**config.mk**
```make
export PLATFORM = sky130hd
export DESIGN_NAME = hdlc_frame_transmitter
export DESIGN_NICKNAME = d
export VERILOG_FILES = /design/src/hdlc_tx_pkg.sv /design/src/hdlc_frame_transmitter.sv /design/src/hdlc_tx_dp.sv /design/src/hdlc_tx_ctrl.sv
export SDC_FILE = /design/constraint.sdc
export NUM_CORES = 1
export LEC_CHECK = 0
export BUFFER_PORTS_ARGS = -buffer_cell sky130_fd_sc_hd__buf_4
export CELL_PAD_IN_SITES_DETAIL_PLACEMENT = 0
export CELL_PAD_IN_SITES_GLOBAL_PLACEMENT = 1
export CORE_ASPECT_RATIO = 1.75
export CORE_MARGIN = 5
export CORE_UTILIZATION = 40
export CTS_CLUSTER_DIAMETER = 50
export DETAILED_ROUTE_END_ITERATION = 10
export GPL_TIMING_DRIVEN = 0
export PLACE_DENSITY = 0.73
export SYNTH_ARGS = -nofsm -noshare
export SYNTH_HDL_FRONTEND = slang
export SYNTH_HIERARCHICAL = 1
export SYNTH_SLANG_ARGS = --single-unit
```
**constraint.sdc**
```tcl
create_clock -name clk -period 2.4 [get_ports clk]
set_input_delay 0 -clock clk [delete_from_list [all_inputs] [get_ports clk]]
set_output_delay 0 -clock clk [all_outputs]
set_load 0.005 [all_outputs]
```
**src/hdlc_tx_pkg.sv**
```systemverilog
// Shared types and constants of the HDLC transmit framer.
// Used by hdlc_tx_ctrl, hdlc_tx_dp and hdlc_frame_transmitter; no dependencies.
package hdlc_tx_pkg;

  localparam int unsigned DataW   = 8;
  localparam int unsigned CntW    = 4;
  localparam int unsigned OnesW   = 3;
  localparam logic [7:0]  Flag    = 8'h7E;
  localparam logic [15:0] CrcPoly = 16'h8408;
  localparam logic [15:0] CrcInit = 16'hFFFF;

  typedef enum logic [1:0] {
    SEL_FLAG,
    SEL_DATA,
    SEL_FCS,
    SEL_ZERO
  } bit_sel_t;

  typedef struct packed {
    logic     load;
    logic     emit;
    bit_sel_t sel;
    logic     run_end;
    logic     step_cnt;
    logic     clr_cnt;
    logic     frame_end;
  } dp_cmd_t;

  typedef struct packed {
    logic in_frame;
    logic last;
    logic data_bit;
    logic fcs_bit;
    logic ones_is4;
    logic cnt_is7;
    logic cnt_is15;
  } dp_stat_t;

endpackage

```
**src/hdlc_frame_transmitter.sv**
```systemverilog
// Top level of the HDLC transmit framer with bit stuffing and CRC-16/X.25.
// Depends on hdlc_tx_pkg, hdlc_tx_ctrl and hdlc_tx_dp.

// Each accepted byte is sent least significant bit first, one line bit per
// output beat; the first byte of a frame is preceded by the 0x7E flag, and a
// byte with tlast set is followed by the complemented FCS and the closing flag.
// A zero is stuffed after five ones of payload or FCS. out_tlast marks the
// last line bit caused by an input byte. The serializer sends at most one line
// bit per clock while the sink is ready, so a byte inside a frame is taken in
// S_IDLE and then sends 8 data bits and up to 2 stuffed zeros; an opening
// byte adds the 8 flag bits and a closing byte adds 16 FCS bits, up to 4
// stuffed zeros and the 8 flag bits. A new byte is taken only
// after the previous byte's bits have all been loaded into the output register.
module hdlc_frame_transmitter (
  input  logic       clk,
  input  logic       rst_n,
  input  logic       in_tvalid,
  output logic       in_tready,
  input  logic [7:0] in_tdata,   // [7:0] data_byte
  input  logic       in_tlast,   // last_byte
  output logic       out_tvalid,
  input  logic       out_tready,
  output logic [7:0] out_tdata,  // [0] line_bit, [7:1] zero
  output logic       out_tlast   // run_end
);
  import hdlc_tx_pkg::*;

  dp_cmd_t  cmd;
  dp_stat_t stat;
  logic     line_bit;

  hdlc_tx_ctrl u_ctrl (
    .clk       (clk),
    .rst_n     (rst_n),
    .in_valid  (in_tvalid),
    .in_ready  (in_tready),
    .out_valid (out_tvalid),
    .out_ready (out_tready),
    .cmd       (cmd),
    .stat      (stat)
  );

  hdlc_tx_dp u_dp (
    .clk       (clk),
    .rst_n     (rst_n),
    .cmd       (cmd),
    .stat      (stat),
    .data_byte (in_tdata),
    .last_byte (in_tlast),
    .line_bit  (line_bit),
    .run_end   (out_tlast)
  );

  assign out_tdata = {7'b0, line_bit};

endmodule

```
**src/hdlc_tx_dp.sv**
```systemverilog
// Datapath of the HDLC transmit framer: byte register, CRC-16/X.25, ones run,
// bit counter and the output payload register. Depends on hdlc_tx_pkg.
module hdlc_tx_dp (
  input  logic                          clk,
  input  logic                          rst_n,
  input  hdlc_tx_pkg::dp_cmd_t          cmd,
  output hdlc_tx_pkg::dp_stat_t         stat,
  input  logic [hdlc_tx_pkg::DataW-1:0] data_byte,
  input  logic                          last_byte,
  output logic                          line_bit,
  output logic                          run_end
);
  import hdlc_tx_pkg::*;

  logic [DataW-1:0] byte_r, byte_nxt;
  logic             last_r, last_nxt;
  logic [15:0]      crc_r, crc_nxt;
  logic [OnesW-1:0] ones_r, ones_nxt;
  logic [CntW-1:0]  cnt_r, cnt_nxt;
  logic             in_frame_r, in_frame_nxt;
  logic             bit_r, bit_nxt;
  logic             end_r, end_nxt;
  logic             cur_bit;

  always_comb begin
    case (cmd.sel)
      SEL_FLAG: cur_bit = Flag[cnt_r[2:0]];
      SEL_DATA: cur_bit = byte_r[0];
      SEL_FCS:  cur_bit = ~crc_r[0];
      default:  cur_bit = 1'b0;
    endcase
  end

  always_comb begin
    byte_nxt     = byte_r;
    last_nxt     = last_r;
    crc_nxt      = crc_r;
    ones_nxt     = ones_r;
    cnt_nxt      = cnt_r;
    in_frame_nxt = in_frame_r;
    bit_nxt      = bit_r;
    end_nxt      = end_r;
    if (cmd.load) begin
      byte_nxt     = data_byte;
      last_nxt     = last_byte;
      in_frame_nxt = 1'b1;
    end
    if (cmd.emit) begin
      bit_nxt = cur_bit;
      end_nxt = cmd.run_end;
      case (cmd.sel)
        SEL_DATA: begin
          byte_nxt = {1'b0, byte_r[DataW-1:1]};
          if (byte_r[0] ^ crc_r[0]) begin
            crc_nxt = {1'b0, crc_r[15:1]} ^ CrcPoly;
          end else begin
            crc_nxt = {1'b0, crc_r[15:1]};
          end
          ones_nxt = cur_bit ? ones_r + 1'b1 : '0;
        end
        SEL_FCS: begin
          // Shifting in ones leaves the preset value once the FCS is out.
          crc_nxt  = {1'b1, crc_r[15:1]};
          ones_nxt = cur_bit ? ones_r + 1'b1 : '0;
        end
        SEL_ZERO: ones_nxt = '0;
        default:  ones_nxt = ones_r;
      endcase
    end
    if (cmd.clr_cnt) begin
      cnt_nxt = '0;
    end else if (cmd.step_cnt) begin
      cnt_nxt = cnt_r + 1'b1;
    end
    if (cmd.frame_end) begin
      crc_nxt      = CrcInit;
      ones_nxt     = '0;
      in_frame_nxt = 1'b0;
    end
  end

  always_ff @(posedge clk) begin
    byte_r <= byte_nxt;
    last_r <= last_nxt;
    bit_r  <= bit_nxt;
    end_r  <= end_nxt;
    if (!rst_n) begin
      crc_r      <= CrcInit;
      ones_r     <= '0;
      cnt_r      <= '0;
      in_frame_r <= 1'b0;
    end else begin
      crc_r      <= crc_nxt;
      ones_r     <= ones_nxt;
      cnt_r      <= cnt_nxt;
      in_frame_r <= in_frame_nxt;
    end
  end

  assign stat.in_frame = in_frame_r;
  assign stat.last     = last_r;
  assign stat.data_bit = byte_r[0];
  assign stat.fcs_bit  = ~crc_r[0];
  assign stat.ones_is4 = (ones_r == OnesW'(4));
  assign stat.cnt_is7  = (cnt_r[2:0] == 3'd7);
  assign stat.cnt_is15 = (cnt_r[3:0] == 4'd15);

  assign line_bit = bit_r;
  assign run_end  = end_r;

endmodule

```
**src/hdlc_tx_ctrl.sv**
```systemverilog
// Controller of the HDLC transmit framer: sequences flag, data, stuffed zero
// and FCS bits and owns the output valid flag. Depends on hdlc_tx_pkg.
module hdlc_tx_ctrl (
  input  logic                  clk,
  input  logic                  rst_n,
  input  logic                  in_valid,
  output logic                  in_ready,
  output logic                  out_valid,
  input  logic                  out_ready,
  output hdlc_tx_pkg::dp_cmd_t  cmd,
  input  hdlc_tx_pkg::dp_stat_t stat
);
  import hdlc_tx_pkg::*;

  typedef enum logic [2:0] {
    S_IDLE,
    S_OPEN,
    S_DATA,
    S_FCS,
    S_STUFF,
    S_CLOSE
  } state_t;

  state_t state_r, state_nxt;
  logic   from_fcs_r, from_fcs_nxt;
  logic   final_r, final_nxt;
  logic   out_valid_r, out_valid_nxt;
  logic   emit_ok;

  assign emit_ok = !out_valid_r || out_ready;

  always_comb begin
    state_nxt    = state_r;
    from_fcs_nxt = from_fcs_r;
    final_nxt    = final_r;
    cmd          = '0;
    cmd.sel      = SEL_FLAG;
    unique case (state_r)
      S_IDLE: begin
        if (in_valid) begin
          cmd.load    = 1'b1;
          cmd.clr_cnt = 1'b1;
          state_nxt   = stat.in_frame ? S_DATA : S_OPEN;
        end
      end
      S_OPEN: begin
        if (emit_ok) begin
          cmd.emit     = 1'b1;
          cmd.sel      = SEL_FLAG;
          cmd.step_cnt = 1'b1;
          if (stat.cnt_is7) begin
            cmd.clr_cnt = 1'b1;
            state_nxt   = S_DATA;
          end
        end
      end
      S_DATA: begin
        if (emit_ok) begin
          cmd.emit     = 1'b1;
          cmd.sel      = SEL_DATA;
          cmd.step_cnt = 1'b1;
          cmd.clr_cnt  = stat.cnt_is7;
          if (stat.data_bit && stat.ones_is4) begin
            from_fcs_nxt = 1'b0;
            final_nxt    = stat.cnt_is7;
            state_nxt    = S_STUFF;
          end else if (stat.cnt_is7) begin
            if (stat.last) begin
              state_nxt = S_FCS;
            end else begin
              cmd.run_end = 1'b1;
              state_nxt   = S_IDLE;
            end
          end
        end
      end
      S_FCS: begin
        if (emit_ok) begin
          cmd.emit     = 1'b1;
          cmd.sel      = SEL_FCS;
          cmd.step_cnt = 1'b1;
          cmd.clr_cnt  = stat.cnt_is15;
          if (stat.fcs_bit && stat.ones_is4) begin
            from_fcs_nxt = 1'b1;
            final_nxt    = stat.cnt_is15;
            state_nxt    = S_STUFF;
          end else if (stat.cnt_is15) begin
            state_nxt = S_CLOSE;
          end
        end
      end
      S_STUFF: begin
        if (emit_ok) begin
          cmd.emit = 1'b1;
          cmd.sel  = SEL_ZERO;
          if (from_fcs_r) begin
            state_nxt = final_r ? S_CLOSE : S_FCS;
          end else if (!final_r) begin
            state_nxt = S_DATA;
          end else if (stat.last) begin
            state_nxt = S_FCS;
          end else begin
            cmd.run_end = 1'b1;
            state_nxt   = S_IDLE;
          end
        end
      end
      S_CLOSE: begin
        if (emit_ok) begin
          cmd.emit     = 1'b1;
          cmd.sel      = SEL_FLAG;
          cmd.step_cnt = 1'b1;
          if (stat.cnt_is7) begin
            cmd.run_end   = 1'b1;
            cmd.frame_end = 1'b1;
            state_nxt     = S_IDLE;
          end
        end
      end
      default: state_nxt = S_IDLE;
    endcase
    if (cmd.emit) begin
      out_valid_nxt = 1'b1;
    end else if (out_ready) begin
      out_valid_nxt = 1'b0;
    end else begin
      out_valid_nxt = out_valid_r;
    end
  end

  always_ff @(posedge clk) begin
    if (!rst_n) begin
      state_r     <= S_IDLE;
      from_fcs_r  <= 1'b0;
      final_r     <= 1'b0;
      out_valid_r <= 1'b0;
    end else begin
      state_r     <= state_nxt;
      from_fcs_r  <= from_fcs_nxt;
      final_r     <= final_nxt;
      out_valid_r <= out_valid_nxt;
    end
  end

  assign in_ready  = (state_r == S_IDLE);
  assign out_valid = out_valid_r;

endmodule
```
Word-level counts from Yosys, hierarchy flattened:

Memory sizes are Yosys's and may differ from the RTL's. A register that Yosys moved wholly into a read port is not among the register bits.
Cells that the tools add are included.

* output and inout port bits: 11
* memories kept: 1
* word-level logic and storage cells: 122
* register bits after elaboration: 41
* memory bits (read-only): 8
* bits of input ports: 13

* reductions and logical operators: 17
* magnitude comparators: 1
* bitwise gates (word level): 4
* multiplexer cells: 62
* eq/ne operators: 23
* $add $sub $neg: 2

Memory list
* (no name shown): depth 8, bits a word 1, read ports 1, clocked after memory_dff 1, write ports 0, RTL line hdlc_tx_dp.sv:27 `SEL_FLAG: cur_bit = Flag[cnt_r[2:0]];`

Operator list (number)
* 3-bit two-way mux: 19
* 16-bit case mux with 2 select lines: 1
* 8-bit two-way mux: 3
* 1-bit two-way mux: 21
* 2-bit by 1-bit != test with 1-bit output (second input constant): 9
* 3-bit case mux with 6 select lines: 1
* 16-bit two-way mux: 1
* 3-bit case mux with 5 select lines: 1
* 3-bit == test (second input constant): 4
* 2-bit two-way mux: 5
* 10-bit AND reduction: 1
* 1-bit case mux with 4 select lines: 2
* 2-bit nonzero test: 4
* 3-bit by 2-bit == test with 1-bit output (second input constant): 2
* 6-bit two-way mux: 1
* 3-bit by 1-bit != test with 1-bit output (second input constant): 2
* 1-bit case mux with 3 select lines: 2
* 3-bit case mux with 2 select lines: 1
* 2-bit OR reduction: 3
* 5-bit two-way mux: 1
* 5-bit AND reduction: 1
* 4-bit by 1-bit adder with 4-bit output (second input constant): 1
* 2-bit == test (second input constant): 2
* 4-bit == test (second input constant): 1
* other kinds (16): 20

Depth between registers and ports, before layout:

* depth after elaboration: 9
* mapped depth: 11
* mapped depth without buffers: 11

Hierarchy:

Netlist, hierarchy kept.

Modules (own cells, without submodules)
* hdlc_tx_dp: times used 1, sequential area each 750.7 sq um, area an instance 1612.8 sq um, cells each 177
* hdlc_tx_ctrl: times used 1, sequential area each 120.1 sq um, area an instance 555.5 sq um, cells each 78
* hdlc_frame_transmitter: times used 1, sequential area each 0.0 sq um, area an instance 63.8 sq um, cells each 9

Least setup slack after synthesis:

OpenSTA, ideal clock, no wires.

* kind: flip-flop to flip-flop
* start point: reg u_ctrl.state_r[0]
* end point: reg u_dp.crc_r[11]
* arrival time: 1.977 ns
* clock period less this slack: 2.101 ns
* path buffers: 3
* path slack: 0.299 ns
* library setup time: 0.125 ns
* data required time: 2.275 ns
* stages on the path, launching flop included: 12
* cell sequence: dfxtp_1 clkbuf_1 nor2_1 nand2_1 a21oi_1 inv_1 ha_1 and2_1 buf_2 buf_2 nand2_1 nand3_1

RTL lines
* start: declaration: RTL line hdlc_tx_ctrl.sv:24 `state_t state_r, state_nxt;`
* start signal: assignment: RTL line hdlc_tx_ctrl.sv:138 `state_r <= state_nxt;`
* end signal: assignment: RTL line hdlc_tx_dp.sv:88 `crc_r <= CrcInit;`
* end signal: assignment: RTL line hdlc_tx_dp.sv:93 `crc_r <= crc_nxt;`
* end: declaration: RTL line hdlc_tx_dp.sv:17 `logic [15:0] crc_r, crc_nxt;`

==> results.ini <==
[cts]
worst_setup_hold_path_clk_slew_ps = 80
clock_latency_ps = 300
cts.sinks = 42
tritoncts = done
cts.repair_timing.setup_buffer_count = 0
cts_buf_count = 5
cts_htree_levels = 2
clock-root-buffer = sky130_fd_sc_hd__clkbuf_8
cts-root-to-sink-buffers = 2

[power_and_ir_drop]
clock_power_share_pct = 22.8
vdd.ir_drop.worst_mv = 0.3747
power.sequential.fraction_pct = 41.1
internal_power_w = 0.001682
pwr_per_cell_area_mw_per_mm2 = 930.0
total_switching_power_w = 0.0008566
power_leakage_nw = 1.182
netSwitchingFraction_pct = 33.74
power.share.combinational_pct = 36.1

[setup_path]
worstPathRequired_ps = 2580
worst-endpoint-arrival_ps = 2400
reg2reg_depth = 11
critPathLaunchType = flip-flop
regToRegEndpoint = u_dp/crc_r[11]
critical_path.reg2reg.startpoint = u_ctrl/state_r[1]
worstSetupEndpointType = flip-flop
worst-r2r-setup-slack_ps = 180
timing.setup.critical_path_class = reg2reg
critPathMaxFanout = 10

[place]
port-buffer-count = 16
place.gp.congestion = 0.8422
dpl_worst_slack_ps = -84.68
hpwl_um = 3672
detailed_place.area_mm2 = 0.002470

[hold_path]
worstHoldStart = in_tvalid
hold_depth = 2
worstHoldEndpoint = u_dp/last_r
timing.hold.worst.class = in2reg

[route]
drc_errors = 0
dr.pass1.iters = 4
wl_per_cell_um = 12.82
drtIter0Drc = 76
detail_route.vias_per_cell = 4.818
detail_route.wirelength_um = 4872
detailroute.via_count = 1831
drt.antenna.violating_nets = 0

[layout]
fin_nets = 326
finalInstanceArea_mm2 = 0.002730
layout_common_cells = 42 x sky130_fd_sc_hd__nand2_1, 37 x sky130_fd_sc_hd__dfxtp_1, 28 x sky130_fd_sc_hd__buf_4
flow.area_growth_from_synthesis_pct = 22.31
antenna_cells = 0
drive_above_1_share_pct = 21.38
mostFrequentLayoutCell = sky130_fd_sc_hd__nand2_1
final_util_pct = 49.68

[yosys]
ys.flop_type = sky130_fd_sc_hd__dfxtp_1
synth_top_cell_by_area = sky130_fd_sc_hd__dfxtp_1
yosys_warnings = 6
synth_largest_type_area_fraction_pct = 34.98
yosysUniqueCellTypes = 47
number_of_flops_mapped_to_enable_cells_by_yosys = 3
fraction_of_registers_with_async_set_reset_pct = 0
synth_area_mm2 = 0.002232
synth_area_per_cell_um2 = 8.455
top_post_synthesis_cells_by_area = sky130_fd_sc_hd__dfxtp_1 35%, sky130_fd_sc_hd__nand2_1 7.1%, sky130_fd_sc_hd__ha_1 5.6%
synth_cells = 264
ys_seq_elements = 42
synth.yosys.seq_area_share_pct = 39.01

[global_routing]
gr-total-overflow = 0
antenna_found_initial = 0
grt_start_max_net_pins = 15
first_global_vias = 1781
grt_util_all_layers_pct = 14.65
grt_pass1_wl_um = 8045

[die]
pin_count = 24
std_cell_rows = 36
floorplan.core_area_mm2 = 0.005495
design.die.area_mm2 = 0.007233
die_y_um = 108.8
initial_utilization_pct = 40.62
chipWidth_um = 66.47

[timing]
timing.max_slew.rel_slack_pct = 57.46
setup_viol_count_final = 0
timing.final.max_slew_violations = 0
max_freq_mhz = 450.6
final.period_utilization_pct = 92.48
worst_setup_slack_after_layout_ps = 180.6
hold_slack_ps = 63.49
period_minus_slack_ps = 2219
grt_setup_unrepaired = false
tightest_slew_ps = 636.9
finalHoldViolations = 0
skew_ps = 9.130

[status]
run_status = completed

[job]
max-cap-violations = 0

==> metrics by stage <==
stage	instances	TNS, ps	total power (W)
floorplan	270	0	0.001695
global placement	362	-1315	0.001929
detailed placement	362	-823.8	0.001940
CTS	380	0	0.002546
global route	380	0	0.002730
finish	380	0	0.002539
==> logic make-up (layout without fill, tap and decap cells) <==
family	Yosys count	in the layout	synth area share (%)
xor+xnor	5	5	1.962
flops	42	42	39.01
simple gates	113	113	24.61
other cells	1	7	0.1680
fa+ha+maj	10	10	5.605
buf+inv	32	66	8.184
mux	15	15	7.399
compound gates	46	46	13.06
==> worst max-delay path by stage <==
stage / from / endpoint / slack, ps / cells after the start
after CTS: u_dp/cnt_r[0] / flip-flop / 10 / 11
after global routing: u_ctrl/state_r[2] / u_dp/crc_r[7] / 20 / 10
after floorplan: u_ctrl/state_r[0] / u_dp/crc_r[11] / 300 / 11
after global placement: u_ctrl/state_r[0] / u_dp/crc_r[11] / -120 / 11
final: u_ctrl/state_r[1] / u_dp/crc_r[11] / 180 / 11
after detailed placement: u_ctrl/state_r[0] / u_dp/crc_r[11] / -80 / 11
==> flip-flops by register name, indices dropped and copies added, names as in the netlist, named ones only <==
register	count
u_ctrl/final_r	1
u_ctrl/from_fcs_r	1
u_ctrl/out_valid	1
u_ctrl/state_r	3
u_dp/byte_r	8
u_dp/cnt_r	4
u_dp/crc_r	16
u_dp/in_frame_r	1
u_dp/last_r	1
u_dp/line_bit	1
u_dp/ones_r	3
u_dp/run_end	1
==> what timing repair did <==
action | 4_1_cts | 5_1_grt
endpoints found under the hold margin | 10 | 0
pin swaps | 0 | 0
resized for setup | 4 | 16
hold buffers | 10 | 0
setup endpoints to repair | 14 | 24
==> power groups by stage <==
stage,sequential [W],clock (W),combinational [W]
2_1_floorplan,0.00102,0,0.000673
3_3_place_gp,0.00105,0,0.000881
3_5_place_dp,0.00105,0,0.000887
4_1_cts,0.00104,0.000597,0.000909
5_1_grt,0.00107,0.000630,0.00103
6_report,0.00104,0.000578,0.000918
==> layout make-up <==
cell class | count | area (um2)
Clock inverter | 3 | 43.79
Sequential cell | 42 | 873.3
Fill cell | 588 | 2765
Clock buffer | 5 | 68.82
Tap cell | 76 | 95.09
Multi-Input combinational cell | 196 | 1239
Buffer | 23 | 156.4
Timing Repair Buffer | 26 | 220.2
Inverter | 9 | 33.78
==> synthesized netlist by cell type, types with 2 or more instances <==
master                     count
sky130_fd_sc_hd__mux2i_1      12
sky130_fd_sc_hd__and3_1        2
sky130_fd_sc_hd__buf_4        12
sky130_fd_sc_hd__edfxtp_1      3
sky130_fd_sc_hd__nand2b_1      6
sky130_fd_sc_hd__nor3_1        5
sky130_fd_sc_hd__buf_2         8
sky130_fd_sc_hd__xnor2_1       3
sky130_fd_sc_hd__clkbuf_1      2
sky130_fd_sc_hd__xor2_1        2
sky130_fd_sc_hd__inv_1         9
sky130_fd_sc_hd__o211ai_1      2
sky130_fd_sc_hd__dfxtp_1      39
sky130_fd_sc_hd__nand3_1      15
sky130_fd_sc_hd__nor3b_1       2
sky130_fd_sc_hd__and2_1        6
sky130_fd_sc_hd__nor2_1       20
sky130_fd_sc_hd__ha_1         10
sky130_fd_sc_hd__a31oi_1       3
sky130_fd_sc_hd__a21oi_1      16
sky130_fd_sc_hd__nor2b_1       6
sky130_fd_sc_hd__o21ai_0      12
sky130_fd_sc_hd__o21ai_1       4
sky130_fd_sc_hd__nand2_1      42
==> routing by layer <==
layer	vias to the layer above	track usage (%)	part of all wire, %
li1	959	-	-
met1	830	14.75	38
met2	33	27.58	56
met3	9	3.093	3.2
met4	0	6.977	2.8
met5	-	0	0
==> worst max-delay path: stages, from the launching register on <==
cell                       delay (ps)
sky130_fd_sc_hd__dfxtp_1          370
sky130_fd_sc_hd__buf_2            200
sky130_fd_sc_hd__nor2_2           170
sky130_fd_sc_hd__nand2_1          110
sky130_fd_sc_hd__a21oi_4          170
sky130_fd_sc_hd__inv_1            100
sky130_fd_sc_hd__ha_1             290
sky130_fd_sc_hd__and2_1           150
sky130_fd_sc_hd__buf_2            170
sky130_fd_sc_hd__clkbuf_4         210
sky130_fd_sc_hd__nand2_1           80
sky130_fd_sc_hd__nand3_1           80
Note: power is estimated with default switching activity, not from simulation.
